$ cat src/rtl/abss_pkg.sv
// ----------------------------------------------------------------------------
// abss_pkg
// Request codes, slot codes and transaction types for the A/B boot-slot
// selector.
// ----------------------------------------------------------------------------
`default_nettype none

package abss_pkg;

	// request codes
	localparam logic [3:0] REQ_BOOT       = 4'd0;
	localparam logic [3:0] REQ_ACTIVE     = 4'd1;
	localparam logic [3:0] REQ_UNBOOTABLE = 4'd2;
	localparam logic [3:0] REQ_SUCCESSFUL = 4'd3;
	localparam logic [3:0] REQ_INFO       = 4'd4;
	localparam logic [3:0] REQ_RECOV      = 4'd5;
	localparam logic [3:0] REQ_BOOTLDR    = 4'd6;
	localparam logic [3:0] REQ_GETCLEAR   = 4'd7;
	localparam logic [3:0] REQ_LASTACTIVE = 4'd8;
	localparam logic [3:0] REQ_LOAD       = 4'd9;

	// slot codes
	localparam logic [1:0] SLOT_A   = 2'd0;
	localparam logic [1:0] SLOT_B   = 2'd1;
	localparam logic [1:0] SLOT_R   = 2'd2;
	localparam logic [1:0] SLOT_BAD = 2'd3;

	// status codes
	localparam logic STATUS_OK  = 1'b0;
	localparam logic STATUS_ERR = 1'b1;

	// request transaction
	typedef struct packed {
		logic [3:0] req_type;
		logic [1:0] slot_id;
		logic       upd_meta;
		logic       enable;
		logic [7:0] raw_priority;
		logic [7:0] raw_tries;
		logic       raw_successful;
	} req_t;

	// result transaction
	typedef struct packed {
		logic       status;
		logic [1:0] chosen_slot;
		logic       can_boot;
		logic       cur_active;
		logic       is_successful;
		logic [2:0] tries_left;
		logic       recovery_flag;
		logic       bootloader_flag;
	} rsp_t;

endpackage

`default_nettype wire

$ cat src/rtl/ab_boot_slot_selector_core.sv
// ----------------------------------------------------------------------------
// ab_boot_slot_selector_core
// Keeps A/B boot-slot metadata and one-shot flags, answers one result per
// request transaction.
// ----------------------------------------------------------------------------
//
//  channel | direction | handshake              | payload
//  --------+-----------+------------------------+----------------------
//  request | in        | req_valid / req_stall  | req (abss_pkg::req_t)
//  result  | out       | rsp_valid / rsp_stall  | rsp (abss_pkg::rsp_t)
//
// One request per cycle while the result is not stalled. Requests go through a
// request register, then decode and slot update logic into the result register.
// Slot state and flags are written when a request moves into the result
// register. Reset sets A to top priority, B one below, full tries, no marks.
// A stalled result holds both stages; the request register still fills when
// it is empty.
// ----------------------------------------------------------------------------
`default_nettype none

module ab_boot_slot_selector_core #(
	parameter int MAX_PRIORITY = 15,
	parameter int MAX_TRIES    = 7
) (
	input  wire logic          clk,
	input  wire logic          arst_n,
	input  wire logic          req_valid,
	output logic               req_stall,
	input  wire abss_pkg::req_t req,
	output logic               rsp_valid,
	input  wire logic          rsp_stall,
	output abss_pkg::rsp_t     rsp
);

	localparam int PRIO_W  = $clog2(MAX_PRIORITY + 1);
	localparam int TRIES_W = $clog2(MAX_TRIES + 1);
	localparam logic [PRIO_W-1:0]  PRIO_MAX  = PRIO_W'(MAX_PRIORITY);
	localparam logic [TRIES_W-1:0] TRIES_MAX = TRIES_W'(MAX_TRIES);
	localparam logic [7:0] RAW_PRIO_MAX  = 8'(MAX_PRIORITY);
	localparam logic [7:0] RAW_TRIES_MAX = 8'(MAX_TRIES);

	// slot state, index 0 is A, 1 is B
	logic [PRIO_W-1:0]  prio_q  [2];
	logic [TRIES_W-1:0] tries_q [2];
	logic               succ_q  [2];
	logic               recov_q;
	logic               bootldr_q;

	logic [PRIO_W-1:0]  prio_n  [2];
	logic [TRIES_W-1:0] tries_n [2];
	logic               succ_n  [2];
	logic               recov_n;
	logic               bootldr_n;

	logic               valid_s1;
	abss_pkg::req_t     req_s1;
	abss_pkg::rsp_t     rsp_n;
	logic               advance;

	// pipeline control
	assign advance   = !rsp_valid || !rsp_stall;
	assign req_stall = valid_s1 && !advance;

	always_ff @(posedge clk or negedge arst_n) begin
		if (!arst_n) begin
			valid_s1 <= 1'b0;
		end else if (!req_stall) begin
			valid_s1 <= req_valid;
		end
	end

	always_ff @(posedge clk) begin
		if (req_valid && !req_stall) begin
			req_s1 <= req;
		end
	end

	// bootability and active slot
	logic       boot_a, boot_b;
	logic [PRIO_W-1:0] pa, pb;
	logic [1:0] act;

	always_comb begin
		boot_a = (prio_q[0] != '0) && (succ_q[0] || (tries_q[0] != '0));
		boot_b = (prio_q[1] != '0) && (succ_q[1] || (tries_q[1] != '0));
		pa = boot_a ? prio_q[0] : '0;
		pb = boot_b ? prio_q[1] : '0;
		if (pb > pa) begin
			act = abss_pkg::SLOT_B;
		end else if (pa != '0) begin
			act = abss_pkg::SLOT_A;
		end else begin
			act = abss_pkg::SLOT_R;
		end
	end

	// request decode and slot update
	logic       ab;
	logic       sel;
	logic       sel_boot;
	logic       oth_boot;
	logic [7:0] rp_c;
	logic [7:0] rt_c;
	logic [7:0] t8;

	always_comb begin
		ab       = !req_s1.slot_id[1];
		sel      = req_s1.slot_id[0];
		sel_boot = sel ? boot_b : boot_a;
		oth_boot = sel ? boot_a : boot_b;
		rp_c = (req_s1.raw_priority > RAW_PRIO_MAX) ? RAW_PRIO_MAX : req_s1.raw_priority;
		rt_c = (req_s1.raw_tries > RAW_TRIES_MAX) ? RAW_TRIES_MAX : req_s1.raw_tries;
		t8   = 8'(sel ? tries_q[1] : tries_q[0]);

		for (int k = 0; k < 2; k++) begin
			prio_n[k]  = prio_q[k];
			tries_n[k] = tries_q[k];
			succ_n[k]  = succ_q[k];
		end
		recov_n   = recov_q;
		bootldr_n = bootldr_q;
		rsp_n     = '0;

		case (req_s1.req_type)
			abss_pkg::REQ_BOOT: begin
				if (recov_q && req_s1.upd_meta) begin
					recov_n = 1'b0;
					rsp_n.chosen_slot = abss_pkg::SLOT_R;
				end else begin
					rsp_n.chosen_slot = act;
					rsp_n.is_successful = (act != abss_pkg::SLOT_R) && succ_q[act[0]];
					if (req_s1.upd_meta) begin
						for (int k = 0; k < 2; k++) begin
							if (act == 2'(k)) begin
								if (!succ_q[k] && (tries_q[k] != '0)) begin
									tries_n[k] = tries_q[k] - TRIES_W'(1);
								end
							end else if (succ_q[k]) begin
								tries_n[k] = TRIES_MAX;
								succ_n[k]  = 1'b0;
							end
						end
					end
				end
			end
			abss_pkg::REQ_ACTIVE: begin
				if (!ab) begin
					rsp_n.status = abss_pkg::STATUS_ERR;
				end else begin
					for (int k = 0; k < 2; k++) begin
						if (sel == 1'(k)) begin
							prio_n[k]  = PRIO_MAX;
							tries_n[k] = TRIES_MAX;
							succ_n[k]  = 1'b0;
						end else if (prio_q[k] == PRIO_MAX) begin
							prio_n[k] = prio_q[k] - PRIO_W'(1);
						end
					end
				end
			end
			abss_pkg::REQ_UNBOOTABLE: begin
				if (!ab) begin
					rsp_n.status = abss_pkg::STATUS_ERR;
				end else begin
					for (int k = 0; k < 2; k++) begin
						if (sel == 1'(k)) begin
							tries_n[k] = '0;
							succ_n[k]  = 1'b0;
						end
					end
				end
			end
			abss_pkg::REQ_SUCCESSFUL: begin
				if (!ab || !sel_boot) begin
					rsp_n.status = abss_pkg::STATUS_ERR;
				end else begin
					for (int k = 0; k < 2; k++) begin
						if (sel == 1'(k)) begin
							tries_n[k] = '0;
							succ_n[k]  = 1'b1;
						end else if (oth_boot) begin
							tries_n[k] = TRIES_MAX;
							succ_n[k]  = 1'b0;
						end
					end
				end
			end
			abss_pkg::REQ_INFO: begin
				if (req_s1.slot_id == abss_pkg::SLOT_BAD) begin
					rsp_n.status = abss_pkg::STATUS_ERR;
				end else if (req_s1.slot_id == abss_pkg::SLOT_R) begin
					rsp_n.can_boot      = 1'b1;
					rsp_n.cur_active    = (act == abss_pkg::SLOT_R);
					rsp_n.is_successful = 1'b1;
				end else begin
					rsp_n.can_boot      = sel_boot;
					rsp_n.cur_active    = (act == {1'b0, sel});
					rsp_n.is_successful = sel ? succ_q[1] : succ_q[0];
					rsp_n.tries_left    = t8[2:0];
				end
			end
			abss_pkg::REQ_RECOV: begin
				recov_n = req_s1.enable;
			end
			abss_pkg::REQ_BOOTLDR: begin
				bootldr_n = req_s1.enable;
			end
			abss_pkg::REQ_GETCLEAR: begin
				rsp_n.recovery_flag   = recov_q;
				rsp_n.bootloader_flag = bootldr_q;
				recov_n   = 1'b0;
				bootldr_n = 1'b0;
			end
			abss_pkg::REQ_LASTACTIVE: begin
				rsp_n.chosen_slot = (prio_q[1] > prio_q[0]) ? abss_pkg::SLOT_B : abss_pkg::SLOT_A;
			end
			abss_pkg::REQ_LOAD: begin
				if (!ab) begin
					rsp_n.status = abss_pkg::STATUS_ERR;
				end else begin
					for (int k = 0; k < 2; k++) begin
						if (sel == 1'(k)) begin
							prio_n[k] = PRIO_W'(rp_c);
							if (req_s1.raw_priority == 8'd0) begin
								tries_n[k] = '0;
								succ_n[k]  = 1'b0;
							end else if ((req_s1.raw_tries != 8'd0) && req_s1.raw_successful) begin
								tries_n[k] = TRIES_MAX;
								succ_n[k]  = 1'b0;
							end else begin
								tries_n[k] = TRIES_W'(rt_c);
								succ_n[k]  = req_s1.raw_successful;
							end
						end
					end
				end
			end
			default: begin
				rsp_n.status = abss_pkg::STATUS_ERR;
			end
		endcase
	end

	// slot state, written as a request moves into the result register
	always_ff @(posedge clk or negedge arst_n) begin
		if (!arst_n) begin
			prio_q[0]  <= PRIO_MAX;
			prio_q[1]  <= PRIO_MAX - PRIO_W'(1);
			tries_q[0] <= TRIES_MAX;
			tries_q[1] <= TRIES_MAX;
			succ_q[0]  <= 1'b0;
			succ_q[1]  <= 1'b0;
			recov_q    <= 1'b0;
			bootldr_q  <= 1'b0;
		end else if (advance && valid_s1) begin
			for (int k = 0; k < 2; k++) begin
				prio_q[k]  <= prio_n[k];
				tries_q[k] <= tries_n[k];
				succ_q[k]  <= succ_n[k];
			end
			recov_q   <= recov_n;
			bootldr_q <= bootldr_n;
		end
	end

	// result register
	always_ff @(posedge clk or negedge arst_n) begin
		if (!arst_n) begin
			rsp_valid <= 1'b0;
		end else if (advance) begin
			rsp_valid <= valid_s1;
		end
	end

	always_ff @(posedge clk) begin
		if (advance && valid_s1) begin
			rsp <= rsp_n;
		end
	end

endmodule

`default_nettype wire

$ cat config.mk
export PLATFORM = sky130hd
export DESIGN_NAME = ab_boot_slot_selector_core
export DESIGN_NICKNAME = d
export VERILOG_FILES = /design/src/rtl/abss_pkg.sv /design/src/rtl/ab_boot_slot_selector_core.sv
export SDC_FILE = /design/constraint.sdc
export NUM_CORES = 1
export LEC_CHECK = 0
export BUFFER_PORTS_ARGS = -buffer_cell sky130_fd_sc_hd__buf_2
export CAP_MARGIN = 20
export CORE_ASPECT_RATIO = 0.9
export CORE_MARGIN = 4
export CORE_UTILIZATION = 45
export DETAILED_ROUTE_END_ITERATION = 8
export PLACE_DENSITY = 0.67
export SYNTH_ARGS = -nofsm -noshare
export SYNTH_HDL_FRONTEND = slang
export SYNTH_SLANG_ARGS = --single-unit
$ cat constraint.sdc
create_clock -name clk -period 3.1 [get_ports clk]
set_input_delay 0.155 -clock clk [delete_from_list [all_inputs] [get_ports clk]]
set_output_delay 0.155 -clock clk [all_outputs]
set_load 0.005 [all_outputs]
==> run_results.csv, run 1 <==
group,metric,value,unit
setup_path,crit_buf_inv,1,
route,routed_wirelength,7.16,mm
grt,grt_start_max_net_pins,26,
layout,drive_above_1_share,26.3,%
yosys,yosys.cell_count.top_type,"edfxtp_1",
setup_path,cp_max_fo,6,
min_path,hp-class,"input pin to flop",
floorplan,coreArea,6690,um2
grt,grt_usage,18.2,%
pwr,clock_power_share,20.2,%
setup_path,crit_chain,"inv_1 > ha_2 > nor3b_1 > a21oi_1 > nand2_1 > ha_1 > and3_4 > a221o_1 > a21o_4 > xnor2_2 > o21ai_2 > mux2i_1",
yosys,ys_seq_area_share,50.8,%
clock_tree,cts_root_buf,"clkbuf_8",
grt,grt_pass1_wl,11.6,mm
place,place.gp.congestion,0.890,
setup_path,ff2ff_setup_slack,140,ps
layout,regArea,1600,um2
floorplan,start_util,47.0,%
floorplan,rows,28,
yosys,ys.flop_type,"edfxtp_1",
setup_path,r2r-start,"tries_q[3]",
timing,post-route-period-util,95.5,%
place,dp_hpwl,5.21,mm
timing,setup_ws,139,ps
yosys,synth_cell_types,61,
layout,diodes,0,
pwr,power.share.switching,32.8,%
setup_path,crit_path_start_kind,"flop",
place,dp_slack,-46.9,ps
timing,slew_headroom,32.3,%
layout,fillCellCount,562,
grt,grt_pass1_vias,2394,
floorplan,die_w,96.1,um
yosys,avgSynthCellArea,10.8,um2
route,wl_per_cell,16.2,um
timing,hold_viol_final,0,
yosys,synth_common_cells,"36 x edfxtp_1, 23 x nand2_1, 20 x inv_1, 18 x nor2_1",
setup_path,r2r_end,"tries_q[3]",
place,dp.cells,417,
min_path,worstHoldPathCells,1,
min_path,holdPathEnd,"req_s1[8]",
min_path,min_from,"req[8]",
clock_tree,htreeDepth,2,
pwr,power.density,644,nW/um2
yosys,synth_warnings,0,
pwr,p_switching,795,uW
layout,multiInputGateArea,1470,um2
timing,rsz0062_at_grt,"false",
route,first_iter_violations,132,
route,viasPerCell,5.62,
setup_path,critical_path.endpoint_type,"flop",
yosys,yosys.area.top_type_share,34.4,%
setup_path,cp_data_required_time,3350,ps
clock_tree,clk_pin_slew,100,ps
setup_path,crit_type,"flop to flop",
layout,final_cells,443,
place,port_buffers,41,
yosys,ys_async_sr_fraction,35.7,%
route,drtPass1Iterations,5,
route,vias,2488,
grt,grt-ovfl-total,0,
timing,setup_viol,0,
yosys,synth_edf_count,36,
pwr,power_leakage,0.00159,uW
setup_path,slowest_delay,560,ps
yosys,synth-seq-cells,56,
clock_tree,clock_latency,310,ps
timing,fmax,0.338,GHz
run_status,outcome,"finished, final reports clean",
clock_tree,clockBufferDepth,2,
route,ant_nets,0,
grt,antenna_found_initial,0,
layout,area_growth_syn_to_layout,19.9,%
floorplan,ios,42,
yosys,netlist_top_cells_area,"edfxtp_1 34%, dfstp_2 11%, ha_1 6.4%, dfrtp_1 5.6%, nand2_1 2.7%",
yosys,syn-cell-area,3140,um2
layout,final_nets,397,
pwr,irDropWorstVdd,0.000351,V
setup_path,slowest_stage,"dfstp_2",
timing,min_period,2960,ps
setup_path,startpoint,"tries_q[3]",
floorplan,dieArea,8390,um2
route,drc_errors,0,
timing,hold_slack,5.19,ps
pwr,combPwrFrac,35.3,%
yosys,yosys.area.top_type,"edfxtp_1",
clock_tree,clock-sinks,56,
yosys,syn_nets,336,
timing,worst_pin_slew,1020,ps
pwr,p_seq_share,44.4,%
pwr,power,2430,uW
pwr,p_int,1630,uW
clock_tree,cts_tree,"built",
floorplan,die_y,87.3,um
yosys,syn_inst,291,
setup_path,worstRegToRegCells,12,
clock_tree,numCtsBuffers,5,
timing,slew_viol_final,0,
timing,fin_tns_setup,0,ps
timing,fin_worst_skew,5.34,ps
setup_path,cp_data_arrival_time,3210,ps
setup_path,crit_family,"compound AO/OA/AOI/OAI gates",
job,max-cap-violations,0,
## worst max path at each step
stage | end | slack (ps) | cells past startpoint
4_1_cts | rsp[5] | 40 | 12
6_report | tries_q[3] | 140 | 12
3_5_place_dp | rsp[5] | -50 | 12
2_1_floorplan | rsp[5] | 200 | 12
3_3_place_gp | rsp[5] | 20 | 12
5_1_grt | tries_q[4] | 4 | 12
## power by group through the flow
stage / clock network, uW / logic (uW) / registers, uW
2_1_floorplan: 0 / 586 / 1040
3_3_place_gp: 0 / 713 / 1090
3_5_place_dp: 0 / 735 / 1090
4_1_cts: 498 / 740 / 1080
5_1_grt: 532 / 960 / 1100
6_report: 491 / 858 / 1080
## placed cells by master (no fill, tap or decap), types with 11 or more instances in the layout
cell and instances:
nor2_1 18, edfxtp_1 36, buf_2 41, o21ai_0 11, dfstp_2 13, dlygate4sd3_1 12, ha_1 14, nand2_1 23
inv_1 19, nor2b_1 11, a21oi_1 15
## cell families (layout without fill, tap and decap cells)
family	count (synthesis)	after routing	share of synthesized area [%]
mux	12	12	3.98
fa+ha+maj	16	16	6.37
compound gates	81	81	18.8
xor+xnor	1	1	0.279
simple gates	96	96	16.1
buf+inv	29	91	3.62
flops	56	56	50.8
## cell type report
cell class                      instances  share of cell area (%)
Sequential cell                        56                    42.4
Tap cell                               90                    2.99
Inverter                               20                    1.99
Clock buffer                            6                    1.92
Multi-Input combinational cell        206                    39.1
Clock inverter                          2                    1.03
Timing Repair Buffer                   63                    10.6
## worst reg2reg max path: cells and delay by family (launching register included)
family	cells	cell delay, ps
buffers and inverters	1	70
muxes	1	220
AOI/OAI and AO/OA	4	1060
adders and majority gates	2	460
xor gates and xnor gates	1	150
DFF	1	560
and+or+nand+nor	3	380
## flip-flops by register name, summed over array words and instances, names as in the netlist
name / count
req_s1: 25
rsp: 11
prio_q: 8
tries_q: 6
succ_q: 2
bootldr_q: 1
recov_q: 1
rsp_valid: 1
valid_s1: 1
## layer usage
metal | GRT usage (%) | vias up | part of all wire (%)
li1 | - | 1216 | -
met1 | 25.5 | 1173 | 46
met2 | 28.5 | 89 | 47
met3 | 3.54 | 10 | 5.6
met4 | 4.91 | 0 | 1.0
met5 | 0 | - | 0
## stage by stage
step	area (um2)	utilization, %
floorplan	3140	-
global placement	3450	51.6
detailed placement	3450	51.6
CTS	3580	53.5
global route	3770	56.3
finish	3770	56.3
## what timing repair did
| item | in CTS | in global routing |
|---|---|---|
| hold buffers | 1 | 11 |
| hold endpoints to repair | 7 | 11 |
| pin swaps | 0 | 4 |
| cloned | 0 | 0 |
| gates resized for setup | 1 | 11 |
| endpoints found under the setup margin | 6 | 10 |
| setup buffers | 0 | 6 |
(Power assumes the default switching activity.)
==> run 2, diff against run 1 <==
Settings changed: RECOVER_POWER from default to 50.
==> run_results.csv, run 2 (synthesis gave the netlist of run 1 again) <==
group,metric,value,unit
run_status,outcome,"finished, final reports clean",
place,dp_hpwl,5.21,mm
place,port_buffers,41,
route,vias,2490,
grt,grt-ovfl-total,0,
setup_path,crit_type,"flop to flop",
layout,largest_reg_flops,25,
timing,hold_viol_final,0,
floorplan,ios,42,
setup_path,critical_path.endpoint_type,"flop",
layout,final_cells,443,
layout,largest-register,"req_s1",
timing,setup_viol,0,
pwr,irDropWorstVdd,0.000350,V
grt,antenna_found_initial,0,
timing,hold_slack,7.23,ps
setup_path,slowest_stage,"dfstp_2",
timing,rsz0062_at_grt,"false",
route,drc_errors,0,
setup_path,crit_family,"compound AO/OA/AOI/OAI gates",
job,max-cap-violations,0,
floorplan,dieArea,8390,um2
pwr,p_seq_share,44.4,%
pwr,p_int,1630,uW
timing,fin_tns_setup,0,ps
route,first_iter_violations,157,
clock_tree,cts_root_buf,"clkbuf_8",
timing,min_period,2970,ps
setup_path,r2r_end,"tries_q[3]",
min_path,worstHoldPathCells,1,
pwr,power_leakage,0.00156,uW
grt,grt_start_max_net_pins,26,
setup_path,crit_path_start_kind,"flop",
layout,final_util,56.2,%
route,viasPerCell,5.62,
layout,biggestRegsByFlops,"req_s1 x25, rsp x11, prio_q x8",
timing,slew_viol_final,0,
pwr,combPwrFrac,35.4,%
floorplan,rows,28,
setup_path,cp_max_fo,6,
pwr,p_switching,797,uW
layout,fillCellCount,570,
setup_path,cp_data_required_time,3350,ps
pwr,clock_power_share,20.2,%
layout,final_common_cell,"edfxtp_1",
clock_tree,numCtsBuffers,5,
floorplan,die_w,96.1,um
layout,area_growth_syn_to_layout,19.5,%
setup_path,crit_chain,"inv_1 > ha_2 > nor3b_1 > a21oi_1 > nand2_1 > ha_1 > and3_4 > a221o_1 > a21o_4 > xnor2_2 > o21ai_2 > mux2i_1",
pwr,power.share.switching,32.8,%
place,place.gp.congestion,0.890,
timing,fin_worst_skew,4.18,ps
setup_path,cp.depth,12,
grt,grt_pass1_wl,11.6,mm
setup_path,r2r-start,"tries_q[3]",
clock_tree,clockBufferDepth,2,
pwr,power.density,646,nW/um2
floorplan,coreArea,6690,um2
grt,grt_usage,18.2,%
layout,drive_above_1_share,23.2,%
clock_tree,clock_latency,310,ps
floorplan,start_util,47.0,%
setup_path,crit_buf_inv,1,
grt,grt_pass1_vias,2394,
timing,fmax,0.337,GHz
clock_tree,clock-sinks,56,
timing,worst_pin_slew,1210,ps
min_path,hp-class,"input pin to flop",
setup_path,cp_data_arrival_time,3220,ps
timing,post-route-period-util,95.8,%
route,drtPass1Iterations,5,
layout,final_nets,397,
setup_path,ff2ff_setup_slack,130,ps
route,ant_nets,0,
place,dp.cells,417,
setup_path,slowest_delay,570,ps
floorplan,die_y,87.3,um
clock_tree,clk_pin_slew,100,ps
clock_tree,cts_tree,"built",
route,routed_wirelength,7.15,mm
setup_path,worstRegToRegCells,12,
layout,diodes,0,
min_path,min_from,"req[8]",
clock_tree,htreeDepth,2,
route,wl_per_cell,16.1,um
timing,slew_headroom,19.4,%
min_path,holdPathEnd,"req_s1[8]",
layout,final_cell_mix,"36 x edfxtp_1, 31 x buf_2, 23 x nand2_1",
==> run 2: what timing repair did <==
item / CTS / global route
gates resized for setup: 1 / 11
hold endpoints to repair: 7 / 11
hold buffers: 1 / 11
pin swaps: 0 / 4
setup buffers: 0 / 6
setup endpoints to repair: 6 / 10
==> run 2: layer usage <==
metal	share of wire [%]	vias up	GRT usage, %
met4	1.2	0	4.91
met1	45	1159	25.5
li1	-	1216	-
met3	7.1	12	3.54
met2	47	103	28.5
met5	0	-	0
==> run 2: power groups by stage <==
| stage | Sequential, uW | Combinational, uW | Clock, uW |
|---|---|---|---|
| 3_5_place_dp | 1090 | 735 | 0 |
| 2_1_floorplan | 1040 | 586 | 0 |
| 4_1_cts | 1080 | 740 | 498 |
| 5_1_grt | 1100 | 957 | 532 |
| 6_report | 1080 | 858 | 490 |
| 3_3_place_gp | 1090 | 713 | 0 |
==> run 2: cell type report <==
cell class / count / area [um2] / area share (%)
Inverter: 20 / 75.1 / 2.00
Clock buffer: 6 / 72.6 / 1.93
Timing Repair Buffer: 63 / 388 / 10.3
Tap cell: 90 / 113 / 3.00
Clock inverter: 2 / 38.8 / 1.03
Sequential cell: 56 / 1600 / 42.5
Multi-Input combinational cell: 206 / 1470 / 39.2
==> run 2: how the worst max path moves through the flow <==
stage | startpoint | endpoint
floorplan | tries_q[0] | rsp[5]
finish | tries_q[3] | tries_q[3]
CTS | tries_q[0] | rsp[5]
detailed placement | tries_q[0] | rsp[5]
global placement | tries_q[0] | rsp[5]
global route | tries_q[3] | tries_q[4]
==> run 2: worst reg2reg max path: stages, from the launching register on <==
cell     delay [ps]
dfstp_2         570
inv_1            70
ha_2            190
nor3b_1         150
a21oi_1         170
nand2_1          80
ha_1            270
and3_4          150
a221o_1         370
a21o_4          270
xnor2_2         150
o21ai_2         250
mux2i_1         220
==> run 2: per-stage QoR <==
step	setup WS, ps	cell area, um2	total power (uW)
global route	4.06	3760	2590
global placement	24.2	3450	1800
floorplan	198	3140	1620
CTS	45.0	3580	2310
detailed placement	-46.9	3450	1830
finish	131	3760	2430
==> run 3, diff against run 2 <==
Settings changed: PLACE_DENSITY 0.67 to default.
Clock period 3.1 ns to 2.9 ns, I/O delays scaled along.
==> run_results.csv, run 3 (synthesis gave the netlist of run 1 again) <==
group,metric,value,unit
layout,diodes,0,
setup_path,crit_chain,"inv_2 > ha_4 > nor3b_4 > a21oi_2 > and2_1 > ha_1 > and3_4 > a221o_1 > a21o_4 > xnor2_4 > o21ai_4 > mux2i_1",
route,ant_nets,0,
clock_tree,clock_latency,320,ps
grt,grt-ovfl-total,0,
clock_tree,cts_tree,"built",
layout,final_nets,427,
layout,biggestRegsByFlops,"req_s1 x25, rsp x11, prio_q x8",
setup_path,cp_data_arrival_time,3140,ps
route,vias,2625,
layout,largest-register,"req_s1",
layout,fillCellCount,565,
pwr,irDropWorstVdd,0.000358,V
timing,worst_pin_slew,1180,ps
route,viasPerCell,5.55,
timing,min_period,2900,ps
route,first_iter_violations,119,
timing,setup_ws,2.97,ps
pwr,power.density,691,nW/um2
layout,multiInputGateArea,1540,um2
grt,grt_pass1_wl,13.0,mm
route,wl_per_cell,16.7,um
floorplan,dieArea,8390,um2
pwr,power,2820,uW
floorplan,coreArea,6690,um2
setup_path,critical_path.endpoint_type,"flop",
timing,hold_viol_final,0,
timing,rsz0062_at_grt,"true",
grt,antenna_found_initial,0,
run_status,outcome,"finished, final reports clean",
clock_tree,clockBufferDepth,2,
timing,slew_headroom,21.6,%
setup_path,slowest_delay,550,ps
floorplan,die_w,96.1,um
route,routed_wirelength,7.89,mm
timing,fin_worst_skew,13.6,ps
clock_tree,numCtsBuffers,5,
floorplan,start_util,47.0,%
job,max-cap-violations,0,
timing,post-route-period-util,99.9,%
layout,area_growth_syn_to_layout,29.8,%
clock_tree,cts_root_buf,"clkbuf_8",
pwr,power_leakage,0.00170,uW
layout,final_common_cell,"edfxtp_1",
route,drc_errors,0,
floorplan,rows,28,
floorplan,ios,42,
setup_path,slowest_stage,"dfstp_2",
timing,setup_viol,0,
setup_path,crit_type,"flop to flop",
place,place.gp.congestion,0.873,
setup_path,cp_max_fo,6,
layout,final_cell_mix,"36 x edfxtp_1, 32 x buf_2, 27 x buf_4",
layout,largest_reg_flops,25,
layout,regArea,1600,um2
min_path,hp-class,"input pin to flop",
floorplan,die_y,87.3,um
route,drtPass1Iterations,5,
layout,drive_above_1_share,28.2,%
setup_path,cp_data_required_time,3150,ps
place,dp_slack,-93.1,ps
grt,grt_pass1_vias,2620,
timing,slew_viol_final,0,
layout,final_util,61.0,%
place,dp_hpwl,5.68,mm
clock_tree,clock-sinks,56,
place,port_buffers,41,
grt,grt_start_max_net_pins,26,
clock_tree,clk_pin_slew,110,ps
setup_path,crit_path_start_kind,"flop",
clock_tree,htreeDepth,2,
grt,grt_usage,20.2,%
timing,fmax,0.345,GHz
-- run 3: cell types whose count changed in the layout (fill, tap and decap cells not counted), moves of 2 or more --
cell and delta:
buf_4 +17, dlygate4sd3_1 +13, inv_1 -3, inv_2 +3
ha_2 -2, ha_4 +2
-- run 3: final timing paths --
path                       startpoint          to  cells after the start  slack [ps]
hold / removal                req[18]  req_s1[18]                      1          10
setup / recovery           tries_q[1]  tries_q[4]                     12           3
hold reg to reg              valid_s1   rsp_valid                      1         490
max in group asynchronous      arst_n   prio_q[0]                      2        1620
setup reg to reg           tries_q[1]  tries_q[4]                     12           3
min in group asynchronous      arst_n   succ_q[1]                      2         580
-- run 3: area by class of cell --
class | instances | share of cell area (%)
clock buffer | 6 | 1.78
timing repair buffer | 93 | 15.9
clock inverter | 2 | 0.951
tap | 90 | 2.76
inverter | 20 | 1.84
multi-input combinational | 206 | 37.6
sequential | 56 | 39.2
-- run 3: power by group --
part | internal, uW | total (uW) | switching (uW)
registers | 1020 | 1140 | 118
clock network | 261 | 525 | 264
logic | 596 | 1160 | 560
-- run 3: timing repair --
item,CTS,global route
endpoints found under the setup margin,9,12
hold endpoints to repair,28,3
cloned,0,0
pin swaps,4,14
hold buffers,22,3
setup buffers,4,0
gates resized for setup,5,18
-- run 3: worst max-delay path, delay by kind of cell, from the launching register on --
| kind | cells | cell delay, ps |
|---|---|---|
| AOI/OAI and AO/OA | 4 | 1000 |
| DFF | 1 | 550 |
| and+or+nand+nor | 3 | 450 |
| adders and majority gates | 2 | 380 |
| muxes | 1 | 210 |
| xor gates and xnor gates | 1 | 170 |
| buffers and inverters | 1 | 50 |
-- run 3: metrics by stage --
| step | cell area (um2) | TNS [ps] | hold WS, ps | std cells |
|---|---|---|---|---|
| final | 4080 | 0 | 12.1 | 473 |
| after floorplan | 3150 | 0 | -151 | 291 |
| after detailed placement | 3600 | -204 | 134 | 436 |
| after global placement | 3600 | -7.61 | 134 | 436 |
| after global routing | 4080 | -726 | 2.36 | 473 |
| after CTS | 3980 | 0 | 0.990 | 470 |
-- run 3: metal layers --
layer	GRT usage (%)	routed length [um]	vias to the layer above
met5	0	0	-
met4	4.91	81	0
met3	3.11	327	6
met2	31.7	3700	87
met1	29.2	3780	1257
li1	-	-	1275
